--- config.mk ---
export PLATFORM = sky130hd
export DESIGN_NAME = lsmaw_mul
export DESIGN_NICKNAME = d
export VERILOG_FILES = /design/src/rtl/lsmaw_pkg.sv /design/src/rtl/lsmaw_mul.sv
export SDC_FILE = /design/constraint.sdc
export NUM_CORES = 1
export LEC_CHECK = 0
export ABC_AREA = 1
export BUFFER_PORTS_ARGS = -buffer_cell sky130_fd_sc_hd__buf_2
export CAP_MARGIN = 20
export CORE_ASPECT_RATIO = 1.2
export CORE_UTILIZATION = 50
export CTS_BUF_LIST = sky130_fd_sc_hd__clkbuf_8 sky130_fd_sc_hd__clkbuf_16
export CTS_CLUSTER_SIZE = 16
export DETAILED_ROUTE_END_ITERATION = 12
export PLACE_DENSITY = 0.66
export SLEW_MARGIN = 25
export SYNTH_ARGS = -nofsm -noshare
export SYNTH_HDL_FRONTEND = slang
export SYNTH_SLANG_ARGS = --single-unit
--- constraint.sdc ---
create_clock -name aclk -period 4.25 [get_ports aclk]
set_clock_uncertainty 0.2 [all_clocks]
set_input_delay 0.85 -clock aclk [delete_from_list [all_inputs] [get_ports aclk]]
set_output_delay 0.85 -clock aclk [all_outputs]
set_load 0.02 [all_outputs]
--- src/rtl/lsmaw_pkg.sv ---
// Shared widths, state encoding and operand selectors for the crossover filter.
`timescale 1ns / 1ps
package lsmaw_pkg;

    // Field widths
    localparam int PRICE_W  = 32;
    localparam int OUT_W    = 40;
    localparam int WL_W     = 9;
    localparam int SL_W     = 7;

    // Datapath widths, sized for the largest supported window lengths
    localparam int SUM_W    = 45;
    localparam int WSUM_W   = 56;
    localparam int SX_W     = 24;
    localparam int SXX_W    = 36;
    localparam int MAG_W    = 80;
    localparam int ACC_W    = 61;
    localparam int DSUM_W   = 20;

    // Shift-add multiplier
    localparam int MUL_A_W   = 36;
    localparam int MUL_B_W   = 56;
    localparam int MUL_P_W   = MUL_A_W + MUL_B_W;
    localparam int MUL_CNT_W = 6;

    // Restoring divider
    localparam int DIV_N_W   = 81;
    localparam int DIV_D_W   = 48;
    localparam int DIV_CNT_W = 7;

    typedef enum logic [3:0] {
        ST_IDLE,
        ST_SUM,
        ST_EVAL,
        ST_MUL,
        ST_MULW,
        ST_CALC,
        ST_DIV,
        ST_DIVW,
        ST_LSTORE,
        ST_SMOOTH,
        ST_SPREP,
        ST_SDIV,
        ST_SDIVW,
        ST_FLAGS,
        ST_OUT
    } state_t;

    // Products formed on the shared multiplier, in order
    typedef enum logic [1:0] {
        MUL_SXX_SUM,
        MUL_SX_WSUM,
        MUL_N_SXX,
        MUL_SX_SX
    } mul_op_t;

    typedef struct packed {
        logic start;
        logic done;
    } unit_hs_t;

endpackage

--- src/rtl/lsmaw_mul.sv ---
// Shift-add multiplier, one multiplier bit per cycle.
`timescale 1ns / 1ps
module lsmaw_mul (
    input  logic                            aclk,
    input  logic                            aresetn,
    input  logic                            start,
    input  logic [lsmaw_pkg::MUL_A_W-1:0]   op_a,
    input  logic [lsmaw_pkg::MUL_B_W-1:0]   op_b,
    output logic                            done,
    output logic [lsmaw_pkg::MUL_P_W-1:0]   prod
);

    logic                                busy_reg;
    logic                                done_reg;
    logic [lsmaw_pkg::MUL_CNT_W-1:0]     cnt_reg;
    logic [lsmaw_pkg::MUL_A_W-1:0]       a_reg;
    logic [lsmaw_pkg::MUL_P_W-1:0]       b_reg;
    logic [lsmaw_pkg::MUL_P_W-1:0]       acc_reg;

    always_ff @(posedge aclk) begin
        if (!aresetn) begin
            busy_reg <= 1'b0;
            done_reg <= 1'b0;
            cnt_reg  <= '0;
        end else begin
            done_reg <= 1'b0;
            if (start) begin
                busy_reg <= 1'b1;
                cnt_reg  <= lsmaw_pkg::MUL_CNT_W'(lsmaw_pkg::MUL_A_W);
            end else if (busy_reg) begin
                cnt_reg <= cnt_reg - 1'b1;
                if (cnt_reg == lsmaw_pkg::MUL_CNT_W'(1)) begin
                    busy_reg <= 1'b0;
                    done_reg <= 1'b1;
                end
            end
        end
    end

    always_ff @(posedge aclk) begin
        if (start) begin
            a_reg   <= op_a;
            b_reg   <= lsmaw_pkg::MUL_P_W'(op_b);
            acc_reg <= '0;
        end else if (busy_reg) begin
            if (a_reg[0]) begin
                acc_reg <= acc_reg + b_reg;
            end
            a_reg <= a_reg >> 1;
            b_reg <= b_reg << 1;
        end
    end

    assign done = done_reg;
    assign prod = acc_reg;

endmodule

[Yosys cells after proc, flatten, opt, wreduce, memory -nomap -nowiden]
Cells that the tools add are included.
Storage, ports and cells
  register bits: 228
  latch bits: 0
  memory bits (writable): 0
  memory bits (read-only): 0
  bits of input ports: 95
  output and inout bits: 93
  word-level logic and storage cells: 27
  memories: 0
Operators by class
  $add $sub $neg: 2
  multiply operators: 0
  div/mod/pow operators: 0
  order comparisons: 0
  eq/ne operators: 1
  shift operators: 0
  multiplexer cells: 10
  bitwise gates (word level): 2
  reduce and logical (&&, ||, !) cells: 4
Operator list (count)
  2-to-1 mux 56 bit: 2
  adder 92 bit: 1
  2-to-1 mux 36 bit: 2
  2-to-1 mux 6 bit: 2
  == test 6 x 1 -> 1 bit (second input constant): 1
  subtractor 6 x 1 -> 6 bit (second input constant): 1
  2-to-1 mux 1 bit: 4
  OR reduction 3 bit: 1
  inverter 1 bit: 2
  AND reduction 2 bit: 1
  nonzero test 2 bit: 1
  OR reduction 2 bit: 1

[Logic depth before layout (Yosys ltp)]
Gate-level depths: netlist of the first run.
  word-level depth: 4
  gate-level depth with buffers: 17
  gate-level depth less buffers: 17

[Worst setup path before layout of the first run]
Ideal clock, no wire load.
  path kind: input to register
  from: in start
  to: reg a_reg[0] (netlist name) (enable)
  library setup time: 0.447 ns
  data arrival time: 2.957 ns
  data required time: 3.603 ns
  setup slack: 0.646 ns
  stages on the path: 3
  buffers on the path: 1
  cells stage by stage: clkbuf_1 > nor2_1 > inv_1
On the way
  cells in the longest elaborated chain, start to end: 1
Ends and longest elaborated chain
  from (decl): RTL line lsmaw_mul.sv:6  | input logic start,
  nonzero test 2 bit (no source line)
  to (signal assigned): RTL line lsmaw_mul.sv:42  | a_reg <= op_a;
  to (signal assigned): RTL line lsmaw_mul.sv:49  | a_reg <= a_reg >> 1;
  to (decl): RTL line lsmaw_mul.sv:16  | logic [lsmaw_pkg::MUL_A_W-1:0] a_reg;
Every way passes these cells.
A chain may end at the register's enable or synchronous reset.

[Worst setup path after layout of the first run]
  from: reg acc_reg (netlist bit prod[75])
  to: reg acc_reg (netlist bit prod[83])
On the way
  cells in the longest elaborated chain, start to end: 1
Ends and longest elaborated chain
  from (decl): RTL line lsmaw_mul.sv:18  | logic [lsmaw_pkg::MUL_P_W-1:0] acc_reg;
  from (signal assigned): RTL line lsmaw_mul.sv:47  | acc_reg <= acc_reg + b_reg;
  adder 92 bit: RTL line lsmaw_mul.sv:47
Every way passes these cells.

==> impl_metrics.csv, run 1 <==
group,metric,value,unit
cts,htreeDepth,1,
critical_path,cp_top_family,"simple AND/OR/NAND/NOR gates",
final_layout,syn2layout_area_growth,12.35,%
critical_path,startpoint_type,"flop",
yosys,ys_seq_elements,228,
timing,finalHoldViolations,0,
detailed_routing,drc_errors,0,
grt,grt_overflow,0,
cts,numCtsBuffers,26,
cts,postCtsSetupRepairBufs,0,
detailed_routing,highest_layer,"met4",
yosys,synthDistinctLibCells,37,
placement,place.gp.congestion,1.037,
final_layout,drive_above_1_share,14.20,%
cts,clock_tree.root_cell,"clkbuf_16",
detailed_routing,wl_met1,25.31,mm
floorplanning,core-area,36040,um2
cts,clk_pin_slew_worst_paths,60,ps
yosys,synth_area_leader_cell,"nand2_1",
critical_path,cp_cell_sequence,"ha_1 -> nand2_1 -> nor2_2 -> inv_1 -> nor2_1 -> nand2_1 -> nor2_1 -> nand3_1 -> nand4_1 -> nand3_1 -> nand2_1 -> inv_1",
grt,grt_pass1_wl,94.22,mm
critical_path,arrival,3470,ps
timing,relSlewSlack,40.80,%
cts,clock_latency,570,ps
detailed_routing,drt-pass1-iter-count,6,
job,drv_cap,0,
timing,worst_pin_slew,888.0,ps
yosys,syn_inst,3076,
grt,track_usage,32.75,%
critical_path,crit-reg2reg-launch,"prod[75]",
detailed_routing,wl_met3,2.283,mm
critical_path,required,4520,ps
detailed_routing,drtAntennaViolNets,0,
pwr,power.leakage,0.01184,uW
grt,grt_max_degree,172,
hold_path,hp-class,"flop to flop",
yosys,synth_ff_type,"dfxtp_1",
critical_path,regToRegEndpoint,"prod[83]",
floorplanning,die_area,37550,um2
timing,min_period,3201,ps
critical_path,slowest_delay,540,ps
floorplanning,die_x,177.1,um
floorplanning,die_y,212.1,um
critical_path,slowest_stage,"ha_1",
timing,finalSetupViolCount,0,
grt,grt_pass1_vias,17770,
critical_path,crit_start,"prod[75]",
yosys,netlist_area,18390,um2
final_layout,n_antenna_cell,0,
yosys,synth_area_per_cell,5.978,um2
hold_path,hold_start,"cnt_reg[0]",
critical_path,cp_num_buf_inv,2,
cts,cts.sinks,228,
critical_path,cp-end-kind,"flop",
detailed_routing,viasPerCell,4.925,
yosys,yosysWarningCount,0,
yosys,async_reset_ff_share,0,%
cts,clk_path_buf_depth,3,
detailed_routing,wire_per_inst,16.44,um
detailed_routing,routed-via-count,18370,
floorplanning,placement_rows,76,
critical_path,r2r_cells,12,
yosys,synth_edf_count,92,
pwr,p_per_area,325.5,nW/um2
detailed_routing,drt_iter0_markers,1045,
timing,finalCritPeriodShare,75.32,%
detailed_routing,finalWirelength,61.32,mm
placement,dp.final_hpwl,49.99,mm
timing,fin_setup_tns,0,ps
final_layout,fin_nets,3430,
critical_path,worstPathMaxFanout,5,
yosys,yosysTopAreaCellShare,23.46,%
yosys,ys_top_cells_by_area,"nand2_1 23%, edfxtp_1 15%, dfxtp_1 15%",
cts,cts_hold_buffers,0,
critical_path,path_class,"flop to flop",
yosys,syn_nets,3265,
floorplanning,initial_utilization,51.02,%
yosys,ys_seq_area_share,29.83,%
critical_path,worst_path_most_repeated_cell,"nand2_1",
timing,rsz0062_at_grt,"false",
floorplanning,io_pins,188,
cts,cts_tree,"done",
placement,port_buffers,187,
timing,max_freq,0.3124,GHz
pwr,finalPower,6725,uW
outcome,status,"finished, final reports clean",
timing,drv_slew,0,
pwr,worst_ir_drop_vdd,365.5,uV
critical_path,r2r_setup_slack,1050,ps
grt,grt_antenna_before_repair,0,
hold_path,hold_end,"cnt_reg[0]",
cts,post_cts_resized,0,
hold_path,worstHoldPathCells,2,
final_layout,fill_cells,3755,
detailed_routing,dr_wl_met2,30.48,mm
==> layer usage <==
metal	GRT usage (%)	vias to the layer above
met5	0	-
li1	-	9535
met3	2.897	132
met1	37.65	8258
met4	16.29	0
met2	60.06	441
==> layout make-up <==
class / instances / area [um2] / area share [%]
Clock buffer: 29 / 691.9 / 3.349
Clock inverter: 19 / 161.4 / 0.7813
Inverter: 611 / 2300 / 11.13
Multi-Input combinational cell: 2176 / 10380 / 50.23
Sequential cell: 228 / 5485 / 26.55
Tap cell: 468 / 585.6 / 2.834
Timing Repair Buffer: 198 / 1059 / 5.124
==> worst max-delay path by stage <==
| stage | endpoint | slack (ps) | cells after the start |
|---|---|---|---|
| after floorplan | a_reg[0] | 650 | 3 |
| after global placement | prod[83] | 1150 | 12 |
| after detailed placement | prod[83] | 1160 | 12 |
| after CTS | prod[83] | 1130 | 12 |
| after global routing | prod[83] | 1050 | 12 |
| final | prod[83] | 1050 | 12 |
==> power by group <==
| group | internal, uW | switching [uW] |
|---|---|---|
| Clock | 1290 | 976 |
| Combinational | 572 | 1240 |
| Sequential | 2500 | 143 |
| Total | 4360 | 2360 |
==> per-stage QoR <==
stage	instances	area [um2]	utilization, %	hold slack [ps]	worst slack, ps
2_1_floorplan	3076	18390	-	262.7	646.2
3_3_place_gp	3681	19810	54.95	271.6	1147
3_5_place_dp	3681	19810	54.95	280.9	1163
4_1_cts	3729	20660	57.32	290.2	1135
5_1_grt	3729	20660	57.32	302.5	1051
6_report	3729	20660	57.32	290.3	1049
==> synth_stat cells, types with 8 or more instances <==
| master | count |
|---|---|
| inv_2 | 57 |
| nor2_4 | 17 |
| nor2_2 | 80 |
| xor2_1 | 46 |
| dfxtp_1 | 136 |
| nor3_1 | 15 |
| nand3_1 | 94 |
| ha_1 | 93 |
| o21bai_1 | 18 |
| nor2_1 | 378 |
| inv_1 | 553 |
| nand3_2 | 19 |
| clkbuf_1 | 53 |
| nand2_1 | 1149 |
| and2_1 | 8 |
| nand4_1 | 19 |
| o21ai_0 | 104 |
| edfxtp_1 | 92 |
| nand2_2 | 38 |
| a21oi_1 | 73 |
==> cells in the final DEF, fill, tap and decap left out, types with 3 or more instances in the layout <==
master / instances
nand2_1: 1149
inv_1: 559
nor2_1: 378
buf_2: 186
dfxtp_1: 136
o21ai_0: 104
nand3_1: 94
ha_1: 93
edfxtp_1: 92
nor2_2: 80
a21oi_1: 73
inv_2: 56
xor2_1: 46
nand2_2: 38
clkbuf_16: 26
nand3_2: 19
nand4_1: 19
o21bai_1: 18
nor2_4: 17
nor3_1: 15
buf_4: 9
and2_1: 8
clkinv_2: 4
nor3_2: 4
inv_4: 3
and2_4: 3
a21oi_2: 3
o21ai_1: 3
xnor2_1: 3
clkbuf_8: 3
buf_12: 3
==> cells by family (layout without fill, tap and decap cells) <==
| kind of cell | Yosys count | in the layout | share of synthesized area, % |
|---|---|---|---|
| buf+inv | 672 | 857 | 13.74 |
| compound gates | 203 | 203 | 5.859 |
| simple gates | 1830 | 1830 | 41.80 |
| xor+xnor | 49 | 49 | 2.334 |
| flops | 228 | 228 | 29.83 |
| fa+ha+maj | 94 | 94 | 6.437 |
==> worst min-delay path: stages, from the launching register on <==
cell and delay [ps]:
dfxtp_1 320, nand2_1 60, a21oi_1 50
Note: power is estimated with default switching activity, not from simulation.
==> run 2, diff against run 1 <==
clock period = 3.2 ns   (was 4.25 ns; I/O delays follow)
==> run 2 against run 1 <==
Effect of this change: wire length increased by 7.3%; register-to-register slack got worse by 930 ps; worst hold slack got worse by 150 ps; critical path depth increased by 4; clock power increased by 41%; first-iteration DRC count increased by 17%; non-clock buffer count increased by 26; via count increased by 2.2%; sequential share of layout area decreased by 0.36 points; total power increased by 37%; worst setup slack got worse by 930 ps; design area increased by 1.4%; critical path type unchanged; largest cell class unchanged.
==> impl_metrics.csv, run 2 (same netlist as run 1, synthesis figures left out) <==
group,metric,value,unit
outcome,status,"finished, final reports clean",
critical_path,startpoint_type,"flop",
timing,max_freq,0.3250,GHz
placement,dp.final_hpwl,53.24,mm
grt,grt_antenna_before_repair,0,
grt,grt_pass1_wl,99.84,mm
pwr,worst_ir_drop_vdd,505.6,uV
detailed_routing,routed-via-count,18780,
cts,clock_tree.root_cell,"clkbuf_16",
detailed_routing,drt-pass1-iter-count,6,
final_layout,n_antenna_cell,0,
final_layout,fin_nets,3456,
timing,drv_slew,0,
detailed_routing,viasPerCell,5.000,
critical_path,path_class,"flop to flop",
critical_path,required,3470,ps
cts,post_cts_resized,0,
cts,cts.sinks,228,
critical_path,cp-end-kind,"flop",
floorplanning,die_x,177.1,um
timing,worst_pin_slew,865.2,ps
cts,postCtsSetupRepairBufs,0,
timing,fin_setup_tns,0,ps
final_layout,syn2layout_area_growth,13.88,%
grt,track_usage,35.14,%
floorplanning,initial_utilization,51.02,%
critical_path,arrival,3350,ps
cts,cts_hold_buffers,0,
grt,grt_max_degree,158,
pwr,power.leakage,0.01201,uW
final_layout,final_cell_mix,"1149 x nand2_1, 557 x inv_1, 378 x nor2_1, 186 x buf_2, 136 x dfxtp_1",
floorplanning,placement_rows,76,
final_layout,final_common_cell,"nand2_1",
critical_path,worstPathMaxFanout,4,
cts,cts_tree,"done",
timing,relSlewSlack,42.26,%
placement,place.gp.congestion,1.047,
detailed_routing,finalWirelength,65.78,mm
grt,grt_overflow,0,
grt,grt_pass1_vias,18120,
detailed_routing,drtAntennaViolNets,0,
cts,numCtsBuffers,26,
floorplanning,io_pins,188,
final_layout,drive_above_1_share,14.97,%
timing,rsz0062_at_grt,"false",
detailed_routing,wire_per_inst,17.52,um
timing,finalHoldViolations,0,
cts,clk_path_buf_depth,3,
pwr,p_per_area,439.4,nW/um2
job,drv_cap,0,
timing,finalSetupViolCount,0,
cts,htreeDepth,1,
detailed_routing,drc_errors,0,
hold_path,hp-class,"primary input to flop",
floorplanning,core-area,36040,um2
floorplanning,die_y,212.1,um
detailed_routing,drt_iter0_markers,1221,
cts,clk_pin_slew_worst_paths,60,ps
placement,port_buffers,187,
timing,finalCritPeriodShare,96.16,%
timing,min_period,3077,ps
pwr,finalPower,9201,uW
cts,clock_latency,580,ps
floorplanning,die_area,37550,um2
==> run 2: cell count changes in the layout (fill, tap and decap cells not counted), sizes merged <==
| cell | before | now |
|---|---|---|
| clkbuf | 29 | 32 |
| buf | 198 | 224 |
| clkinvlp | 1 | 2 |
| inv | 619 | 616 |
| clkinv | 8 | 7 |
==> run 2: final timing paths <==
kind                                   end  startpoint  slack, ps  cells after the start
worst min-delay path             a_reg[32]    op_a[32]        140                      3
worst max-delay path              prod[53]   b_reg[19]        120                     16
worst min register to register  cnt_reg[0]  cnt_reg[0]        290                      2
worst max register to register    prod[53]   b_reg[19]        120                     16
==> run 2: final cells by class <==
cell class | count | area [um2]
flip-flops and latches | 228 | 5485
clock buffers | 32 | 767.0
well taps | 468 | 585.6
repair buffers | 224 | 1282
inverters | 611 | 2302
clock inverters | 16 | 141.4
fillers | 3673 | 15100
multi-input cells | 2176 | 10380
==> run 2: stage by stage <==
step                      cell area [um2]  instances  util, %  hold WS (ps)  setup WS, ps
after floorplan                     18390       3076        -         262.7         236.6
after detailed placement            20030       3707    55.58         284.5         244.9
after global routing                20940       3755    58.10         126.7         30.31
after CTS                           20940       3755    58.10         113.9         229.7
after global placement              20030       3707    55.58         272.1         257.1
final                               20940       3755    58.10         135.9         122.8
==> run 2: routing by layer <==
| layer | GRT usage [%] | up-vias | part of all wire [%] |
|---|---|---|---|
| li1 | - | 9609 | - |
| met1 | 39.71 | 8492 | 39 |
| met2 | 65.25 | 543 | 51 |
| met3 | 3.094 | 132 | 4.6 |
| met4 | 17.60 | 0 | 5.4 |
| met5 | 0 | - | 0 |
==> run 2: power by group <==
part | leakage (uW) | total (uW) | switching [uW] | internal [uW]
Clock | 0.000469 | 3200 | 1340 | 1860
Sequential | 0.00206 | 3500 | 186 | 3310
Combinational | 0.00948 | 2500 | 1710 | 791
Total | 0.0120 | 9200 | 3230 | 5970
==> run 2: worst max-delay path: stages (launching register included) <==
cell	delay, ps
edfxtp_1	410
ha_1	360
nand2_1	200
inv_1	80
nand2_1	70
nand2_1	130
inv_1	80
nand2_1	200
inv_1	130
nand3_2	210
buf_4	250
nand2_1	80
inv_1	40
o21bai_1	110
nand3_1	250
nand2_1	140
inv_1	40
