[config.mk]
export PLATFORM = sky130hd
export DESIGN_NAME = lsmaw_div
export DESIGN_NICKNAME = d
export VERILOG_FILES = /design/src/rtl/lsmaw_pkg.sv /design/src/rtl/lsmaw_div.sv
export SDC_FILE = /design/constraint.sdc
export NUM_CORES = 1
export LEC_CHECK = 0
export ABC_AREA = 0
export BUFFER_PORTS_ARGS = -buffer_cell sky130_fd_sc_hd__buf_2
export CAP_MARGIN = 5
export CORE_MARGIN = 5
export CORE_UTILIZATION = 32
export CTS_CLUSTER_SIZE = 28
export DETAILED_ROUTE_END_ITERATION = 6
export GPL_TIMING_DRIVEN = 0
export HOLD_SLACK_MARGIN = 0.12
export REMOVE_ABC_BUFFERS = 1
export SETUP_SLACK_MARGIN = 0.1
export SLEW_MARGIN = 20
export SYNTH_ARGS = -nofsm -noshare
export SYNTH_HDL_FRONTEND = slang
export SYNTH_SLANG_ARGS = --single-unit
[constraint.sdc]
create_clock -name aclk -period 3.8 [get_ports aclk]
set_input_delay 0.38 -clock aclk [delete_from_list [all_inputs] [get_ports aclk]]
set_output_delay 0.38 -clock aclk [all_outputs]
set_load 0.05 [all_outputs]
[src/rtl/lsmaw_pkg.sv]
// Shared widths, state encoding and operand selectors for the crossover filter.
`timescale 1ns / 1ps
package lsmaw_pkg;

    // Field widths
    localparam int PRICE_W  = 32;
    localparam int OUT_W    = 40;
    localparam int WL_W     = 9;
    localparam int SL_W     = 7;

    // Datapath widths, sized for the largest supported window lengths
    localparam int SUM_W    = 45;
    localparam int WSUM_W   = 56;
    localparam int SX_W     = 24;
    localparam int SXX_W    = 36;
    localparam int MAG_W    = 80;
    localparam int ACC_W    = 61;
    localparam int DSUM_W   = 20;

    // Shift-add multiplier
    localparam int MUL_A_W   = 36;
    localparam int MUL_B_W   = 56;
    localparam int MUL_P_W   = MUL_A_W + MUL_B_W;
    localparam int MUL_CNT_W = 6;

    // Restoring divider
    localparam int DIV_N_W   = 81;
    localparam int DIV_D_W   = 48;
    localparam int DIV_CNT_W = 7;

    typedef enum logic [3:0] {
        ST_IDLE,
        ST_SUM,
        ST_EVAL,
        ST_MUL,
        ST_MULW,
        ST_CALC,
        ST_DIV,
        ST_DIVW,
        ST_LSTORE,
        ST_SMOOTH,
        ST_SPREP,
        ST_SDIV,
        ST_SDIVW,
        ST_FLAGS,
        ST_OUT
    } state_t;

    // Products formed on the shared multiplier, in order
    typedef enum logic [1:0] {
        MUL_SXX_SUM,
        MUL_SX_WSUM,
        MUL_N_SXX,
        MUL_SX_SX
    } mul_op_t;

    typedef struct packed {
        logic start;
        logic done;
    } unit_hs_t;

endpackage

[src/rtl/lsmaw_div.sv]
// Restoring divider, one quotient bit per cycle.
`timescale 1ns / 1ps
module lsmaw_div (
    input  logic                            aclk,
    input  logic                            aresetn,
    input  logic                            start,
    input  logic [lsmaw_pkg::DIV_N_W-1:0]   num,
    input  logic [lsmaw_pkg::DIV_D_W-1:0]   den,
    output logic                            done,
    output logic [lsmaw_pkg::DIV_N_W-1:0]   quo
);

    logic                                busy_reg;
    logic                                done_reg;
    logic [lsmaw_pkg::DIV_CNT_W-1:0]     cnt_reg;
    logic [lsmaw_pkg::DIV_N_W-1:0]       quo_reg;
    logic [lsmaw_pkg::DIV_D_W-1:0]       rem_reg;
    logic [lsmaw_pkg::DIV_D_W-1:0]       den_reg;
    logic [lsmaw_pkg::DIV_D_W:0]         shifted;
    logic [lsmaw_pkg::DIV_D_W:0]         diff;
    logic                                take;

    assign shifted = {rem_reg, quo_reg[lsmaw_pkg::DIV_N_W-1]};
    assign diff    = shifted - {1'b0, den_reg};
    assign take    = shifted >= {1'b0, den_reg};

    always_ff @(posedge aclk) begin
        if (!aresetn) begin
            busy_reg <= 1'b0;
            done_reg <= 1'b0;
            cnt_reg  <= '0;
        end else begin
            done_reg <= 1'b0;
            if (start) begin
                busy_reg <= 1'b1;
                cnt_reg  <= lsmaw_pkg::DIV_CNT_W'(lsmaw_pkg::DIV_N_W);
            end else if (busy_reg) begin
                cnt_reg <= cnt_reg - 1'b1;
                if (cnt_reg == lsmaw_pkg::DIV_CNT_W'(1)) begin
                    busy_reg <= 1'b0;
                    done_reg <= 1'b1;
                end
            end
        end
    end

    // numerator bits shift out of the top as quotient bits shift in
    always_ff @(posedge aclk) begin
        if (start) begin
            quo_reg <= num;
            den_reg <= den;
            rem_reg <= '0;
        end else if (busy_reg) begin
            rem_reg <= take ? diff[lsmaw_pkg::DIV_D_W-1:0] : shifted[lsmaw_pkg::DIV_D_W-1:0];
            quo_reg <= {quo_reg[lsmaw_pkg::DIV_N_W-2:0], take};
        end
    end

    assign done = done_reg;
    assign quo  = quo_reg;

endmodule

### After elaboration in Yosys (flattened, before gate mapping)

Cells that the tools add are included.

* output and inout bits: 82
* input bits: 132
* logic and storage cells: 25
* register bits after elaboration: 186

* order comparisons: 1
* add/subtract/negate cells: 2
* equality and inequality tests: 1
* bitwise operators: 2
* mux-type cells: 9
* reductions and logical operators: 3

Operators with widths (number)
* two-way mux 81 bit: 2
* greater-or-equal comparator 49 x 48 -> 1 bit: 1
* two-way mux 48 bit: 1
* subtractor 48 bit: 1
* two-way mux 7 bit: 2
* equality test 7 x 1 -> 1 bit, second input constant: 1
* subtractor 7 x 1 -> 7 bit, second input constant: 1
* two-way mux 1 bit: 4
* OR reduction 3 bit: 1
* NOT 1 bit: 2
* nonzero test 2 bit: 1
* OR reduction 2 bit: 1

### Logic depth before layout (Yosys ltp)

Gate-level depths: netlist (run 1).

* depth after elaboration: 4
* depth in mapped cells: 14

### Worst setup path before layout (run 1)

No wires, ideal clock.

* kind: reg2reg
* start point: register quo_reg (netlist bit quo[80])
* end point: register rem_reg[42] (netlist bit)
* arrival time: 3050 ps
* path slack: 662 ps
* cell stages (with the launch flop): 13
* data required time: 3712 ps
* path through: edfxtp_1 -> inv_1 -> ha_1 -> fa_1 -> nand2b_1 -> a21oi_2 -> o211ai_1 -> a21oi_2 -> o21ai_2 -> o311ai_4 -> a31oi_1 -> or3_1 -> a311oi_2

* cells in the longest elaborated chain, start to end: 2
* elaborated cells on any way between the ends: 3

Ends and longest elaborated chain
* start, declared: RTL line lsmaw_div.sv:16 `logic [lsmaw_pkg::DIV_N_W-1:0] quo_reg;`
* start signal, assigned: RTL line lsmaw_div.sv:50 `quo_reg <= num;`
* start signal, assigned: RTL line lsmaw_div.sv:55 `quo_reg <= {quo_reg[lsmaw_pkg::DIV_N_W-2:0], take};`
* subtractor 48 bit or greater-or-equal comparator 49 x 48 -> 1 bit (tied branches): RTL line lsmaw_div.sv:24, lsmaw_div.sv:25
* two-way mux 48 bit *: RTL line lsmaw_div.sv:54 `rem_reg <= take ? diff[lsmaw_pkg::DIV_D_W-1:0] : shifted[lsmaw_pkg::DIV_D_W-1:0];`
* end signal, assigned: RTL line lsmaw_div.sv:54
* end, declared: RTL line lsmaw_div.sv:17 `logic [lsmaw_pkg::DIV_D_W-1:0] rem_reg;`

Every way passes the cells marked *; elsewhere a longest branch is shown, timed or not.
A chain may end at the register's enable or synchronous reset.

### Worst setup path in the final report (run 1)

* start point: register den_reg[22] (netlist bit)
* end point: register rem_reg[34] (netlist bit)

* cells in the longest elaborated chain, start to end: 2
* elaborated cells on any way between the ends: 3

Ends and longest elaborated chain
* start, declared: RTL line lsmaw_div.sv:18 `logic [lsmaw_pkg::DIV_D_W-1:0] den_reg;`
* start signal, assigned: RTL line lsmaw_div.sv:51 `den_reg <= den;`
* subtractor 48 bit or greater-or-equal comparator 49 x 48 -> 1 bit (tied branches): RTL line lsmaw_div.sv:24, lsmaw_div.sv:25
* two-way mux 48 bit *: RTL line lsmaw_div.sv:54

Marked as above.

==> results of run 1 <==
timing repair:
| action | 4_1_cts | 5_1_grt |
|---|---|---|
| endpoints found under the setup margin | 0 | 1 |
| hold buffers | 47 | 1 |
| hold endpoints to repair | 47 | 1 |
cell families after synthesis:
group | synth area share [%]
buffers and inverters | 4.75
adder cells (fa/ha/maj) | 6.24
AO/OA/AOI/OAI | 15.1
multiplexers | 9.21
AND/OR/NAND/NOR | 12.6
XOR/XNOR | 3.64
flip-flops | 48.4
per-layer routing:
layer	GRT usage, %	share of wire (%)	wire [um]
met1	18.8	43	11800
met2	24.8	46	12600
met3	6.11	8.7	2390
met4	4.12	1.8	494
met5	0	0.18	48
final cells by class:
cell class	instances	area share [%]
repair buffers	267	13.2
well taps	402	3.89
inverters	64	1.88
multi-input cells	688	37.5
clock inverters	15	1.40
flip-flops and latches	186	38.8
diodes	1	0.0193
clock buffers	17	3.29
cell usage in the layout (no fill, tap or decap), drive strengths merged, types with 6 or more instances in the layout:
cell / netlist / layout
buf: 21 / 219
edfxtp: 129 / 129
nand2: 114 / 114
mux2: 82 / 82
nor2: 78 / 78
inv: 64 / 71
dfxtp: 57 / 57
a21oi: 57 / 57
ha: 50 / 50
dlygate4sd3: 0 / 48
o21ai: 40 / 40
a311oi: 36 / 36
xor2: 25 / 25
a21o: 24 / 24
nand4: 22 / 22
xnor2: 18 / 18
clkbuf: 31 / 17
nand3: 15 / 15
nand2b: 15 / 15
o211ai: 12 / 12
o21a: 9 / 9
nor3: 9 / 9
o21bai: 7 / 7
a31oi: 7 / 7
a211oi: 6 / 6
or3: 6 / 6
power breakdown:
group | switching (mW) | internal [mW] | leakage (nW)
combinational | 0.991 | 0.562 | 3.40
sequential | 0.117 | 2.38 | 1.75
clock | 0.865 | 0.998 | 0.296
total | 1.97 | 3.94 | 5.44
stage by stage:
step	total power, mW	hold slack (ns)	worst slack [ns]	std cells
floorplan	3.61	0.446	-0.495	938
global placement	4.04	0.468	-3.56	1553
detailed placement	4.06	0.479	0.422	1559
CTS	5.99	0.133	0.392	1638
global route	6.24	0.213	0.116	1640
finish	5.91	0.237	0.448	1640
worst min path at each step:
stage | endpoint | slack, ns | cells after the start
2_1_floorplan | rem_reg[37]$_SDFFE_PP0P_ | 0.45 | 2
3_3_place_gp | rem_reg[37]$_SDFFE_PP0P_ | 0.47 | 2
3_5_place_dp | rem_reg[37]$_SDFFE_PP0P_ | 0.48 | 2
4_1_cts | den_reg[44]$_DFFE_PP_ | 0.13 | 1
5_1_grt | quo[74]$_DFFE_PP_ | 0.21 | 2
6_report | quo[20]$_DFFE_PP_ | 0.24 | 2
==> impl_metrics.py, run 1 <==
metrics = {
    "run_status": {
        "status": "completed",
    },
    "synth": {
        "yosys_most_used_dff": "edfxtp_1",
        "ys_seq_elements": 186,
        "ys_types": 68,
        "syn_area_per_cell_sq_um": 10.5,
        "synth.area.top_cells": "edfxtp_1 37%, dfxtp_1 11%, mux2_2 8.8%",
        "synthCells": 990,
        "synth_area_sq_um": 10400,
        "seq_area_frac_synth_pct": 48.4,
        "ys_warn_count": 0,
        "synth_top_cells_by_count": "129 x edfxtp_1, 113 x nand2_1, 81 x mux2_2",
        "yosys.area.top_type": "edfxtp_1",
        "synth_edf_count": 129,
        "synth.top_cell.area_share_pct": 37.4,
        "async_flop_share_pct": 0,
        "yosysMostFrequentCell": "edfxtp_1",
    },
    "global_route": {
        "grt_overflow_total": 0,
        "grt_pass1_wl_um": 44100,
        "grt_start_max_net_pins": 65,
        "grt_pass1_vias": 8409,
        "antenna_found_initial": 5,
        "grt_use_total_pct": 15.2,
    },
    "critical_path": {
        "reg2reg_slack_ns": 0.45,
        "critical_path_depth": 12,
        "cp_num_buf_inv": 2,
        "critPathSlowestCell": "nor2_4",
        "r2r-start": "den_reg[22]$_DFFE_PP_",
        "startpoint": "den_reg[22]$_DFFE_PP_",
        "critPathCapture": "rem_reg[34]$_SDFFE_PP0P_",
        "start_kind": "flop",
        "crit_path_cell_trace": "inv_1 -> ha_1 -> a21oi_1 -> o21ai_1 -> nor4_1 -> nand3_1 -> nand4_2 -> a21boi_1 -> nor2_4 -> buf_16 -> nand2_1 -> a311oi_1",
        "cp.arrival_ns": 3.68,
        "required_ns": 4.13,
        "critical-path-max-stage-delay_ns": 0.65,
        "critical_path_class": "flop to flop",
        "endpoint_kind": "flop",
        "regToRegEndpoint": "rem_reg[34]$_SDFFE_PP0P_",
        "crit_family": "simple AND/OR/NAND/NOR gates",
        "ff2ff_path_depth": 12,
        "critPathMaxFanout": 28,
    },
    "sta": {
        "max_slew.worst_pin.slew_ns": 0.887,
        "slew_viol_final": 0,
        "fin_worst_skew_ns": 0.0124,
        "max_freq_mhz": 298,
        "slew-limit-headroom_pct": 40.6,
        "hold_viol": 0,
        "final.setup.tns_ns": 0,
        "rsz0062_at_grt": "false",
        "finalSetupViolations": 0,
        "period_needed_ns": 3.35,
        "final.period_utilization_pct": 88.2,
    },
    "clock_tree": {
        "h-tree-depth": 4,
        "cts_sinks": 186,
        "numCtsBuffers": 17,
        "clock_path_buffers": 2,
        "postCtsSetupBuffers": 0,
        "cts_root_buf": "clkbuf_16",
        "cts_tree": "yes",
        "insertion_delay_ns": 0.44,
        "clkSlewWorstSetupHoldPaths_ns": 0.08,
        "post_cts_resized": 0,
    },
    "routing": {
        "drt_wl_total_um": 27300,
        "wl_per_cell_um": 16.7,
        "drtIter0Drc": 484,
        "vias": 8206,
        "ant_nets": 0,
        "drc": 0,
        "drtPass1Iterations": 5,
        "vias_per_cell": 5.00,
    },
    "final_layout": {
        "stdcell_area_sq_um": 12900,
        "multi_input_area_sq_um": 4850,
        "final_nets": 1407,
        "seq_area_sq_um": 5020,
        "areaGrowthSynthToFinish_pct": 25.0,
        "utilization_pct": 40.8,
        "largest_reg_flops": 81,
        "fill_cells": 3142,
        "drive_gt1_share_pct": 28.4,
    },
    "power_and_ir_drop": {
        "powerDensity_nw_per_um2": 457,
        "leakagePower_nw": 5.44,
        "vdd_drop_max_mv": 0.242,
    },
    "hold_path": {
        "hold_start": "num[20]",
        "hold_path_class": "input port to flop",
    },
    "placed_design": {
        "routabilityCongestion": 0.875,
        "placed_area_sq_um": 11900,
        "port_buffers": 213,
        "dp_hpwl_um": 20800,
    },
    "die": {
        "ioPinCount": 214,
        "fp.dieW_um": 190,
        "initial_utilization_pct": 32.6,
        "die_area_sq_um": 36000,
        "coreArea_sq_um": 31700,
        "die_h_um": 190,
        "rows": 65,
    },
    "job": {
        "cap_violations": 0,
    },
}
No activity file was read; power rests on OpenSTA's default activity.
==> inputs of run 2 (changes only) <==
MAX_ROUTING_LAYER = met4   (was not set)
==> run 2 against run 1 <==
Maximum frequency grew 0.27%. Clock power barely moved. Critical path depth unchanged. First-iteration DRC count rose by 0.83%. Critical path type unchanged. Highest routed layer is now met4.
==> impl_metrics.py, run 2 (same netlist as run 1, synthesis figures left out) <==
metrics = {
    "die": {
        "die_h_um": 190,
        "rows": 65,
        "die_area_sq_um": 36000,
        "fp.dieW_um": 190,
        "coreArea_sq_um": 31700,
        "ioPinCount": 214,
        "initial_utilization_pct": 32.6,
    },
    "sta": {
        "period_needed_ns": 3.34,
        "slew-limit-headroom_pct": 40.2,
        "finalSetupViolations": 0,
        "hold_viol": 0,
        "hold_ws_ns": 0.235,
        "final.setup.tns_ns": 0,
        "rsz0062_at_grt": "false",
        "worst_slack_ns": 0.457,
        "fin_worst_skew_ns": 0.0112,
        "slew_viol_final": 0,
        "max_slew.worst_pin.slew_ns": 0.894,
        "final.period_utilization_pct": 88.0,
        "max_freq_mhz": 299,
    },
    "clock_tree": {
        "h-tree-depth": 4,
        "cts_tree": "yes",
        "clkSlewWorstSetupHoldPaths_ns": 0.08,
        "cts_sinks": 186,
        "insertion_delay_ns": 0.44,
        "clock_path_buffers": 2,
        "post_cts_resized": 0,
        "numCtsBuffers": 17,
        "cts_root_buf": "clkbuf_16",
        "postCtsSetupBuffers": 0,
    },
    "power_and_ir_drop": {
        "vdd_drop_max_mv": 0.242,
        "leakagePower_nw": 5.44,
        "powerDensity_nw_per_um2": 457,
        "p_total_mw": 5.92,
    },
    "routing": {
        "vias_per_cell": 4.99,
        "drtIter0Drc": 488,
        "routed-wl-met3_um": 2050,
        "drc": 0,
        "drtPass1Iterations": 5,
        "ant_nets": 0,
        "drt_wl_total_um": 27400,
        "wl_per_cell_um": 16.6,
        "dr_wl_met2_um": 12600,
        "wl_met1_um": 12300,
        "highest_layer": "met4",
        "vias": 8219,
    },
    "global_route": {
        "grt_pass1_wl_um": 44000,
        "grt_pass1_vias": 8425,
        "grt_use_total_pct": 15.7,
        "antenna_found_initial": 7,
        "grt_start_max_net_pins": 65,
        "grt_overflow_total": 0,
    },
    "final_layout": {
        "areaGrowthSynthToFinish_pct": 25.2,
        "fin_cells": 1646,
        "utilization_pct": 40.8,
        "layout_commonest_cell": "buf_2",
        "final_cell_mix": "212 x buf_2, 129 x edfxtp_1, 112 x nand2_1",
        "final_nets": 1407,
        "largest_reg_flops": 81,
        "drive_gt1_share_pct": 28.4,
        "stdcell_area_sq_um": 13000,
        "fill_cells": 3141,
    },
    "placed_design": {
        "placed_cells": 1559,
        "port_buffers": 213,
        "place_ws_ns": 0.422,
        "dp_hpwl_um": 20800,
        "routabilityCongestion": 0.890,
        "placed_area_sq_um": 11900,
    },
    "critical_path": {
        "cp.arrival_ns": 3.68,
        "crit_path_cell_trace": "inv_1 -> ha_1 -> a21oi_1 -> o21ai_1 -> nor4_1 -> nand3_1 -> nand4_2 -> a21boi_1 -> nor2_4 -> buf_16 -> nand2_1 -> a311oi_1",
        "endpoint_kind": "flop",
        "critical_path_class": "flop to flop",
        "critical-path-max-stage-delay_ns": 0.66,
        "critPathMaxFanout": 28,
        "critPathSlowestCell": "nor2_4",
        "start_kind": "flop",
        "required_ns": 4.14,
    },
    "hold_path": {
        "hold_path_class": "input port to flop",
    },
    "job": {
        "cap_violations": 0,
    },
    "run_status": {
        "status": "completed",
    },
}
## run 2: changes by cell type in the layout (fill, tap and decap cells not counted)
cell     delta
diode_2     +6
## run 2: layout make-up
cell class	count	area (sq um)	share of cell area, %
Antenna cell	7	17.5	0.135
Clock buffer	17	425	3.28
Clock inverter	15	181	1.40
Inverter	64	243	1.87
Multi-Input combinational cell	688	4850	37.5
Sequential cell	186	5020	38.7
Tap cell	402	503	3.88
Timing Repair Buffer	267	1710	13.2
## run 2: worst max-delay path: cells and delay by family (launching register included)
family	cells	cell delay [ns]
compound gates	4	0.75
fa+ha+maj	1	0.34
buf+inv	2	0.34
flops	1	0.37
simple gates	5	1.42
## run 2: where the power goes
group | leakage [nW] | switching [mW] | internal (mW)
logic | 3.40 | 0.992 | 0.561
clock network | 0.296 | 0.869 | 0.998
registers | 1.75 | 0.117 | 2.38
## run 2: timing repair
item,CTS,global route
hold endpoints to repair,47,1
endpoints found under the setup margin,0,1
hold buffers,47,1
## run 2: path summary, 6_finish.rpt
kind	start	to	slack [ns]	depth (start not counted)
setup reg to reg	den_reg[22]$_DFFE_PP_	rem_reg[29]$_SDFFE_PP0P_	0.46	12
setup / recovery	den_reg[22]$_DFFE_PP_	rem_reg[29]$_SDFFE_PP0P_	0.46	12
hold / removal	num[20]	quo[20]$_DFFE_PP_	0.24	2
hold reg to reg	rem_reg[37]$_SDFFE_PP0P_	rem_reg[37]$_SDFFE_PP0P_	0.48	2
## run 2: metal layers
layer | global-route usage (%) | up-vias
li1 | - | 4115
met1 | 19.5 | 3824
met2 | 24.7 | 252
met3 | 5.14 | 28
met4 | 4.12 | 0
met5 | - | -
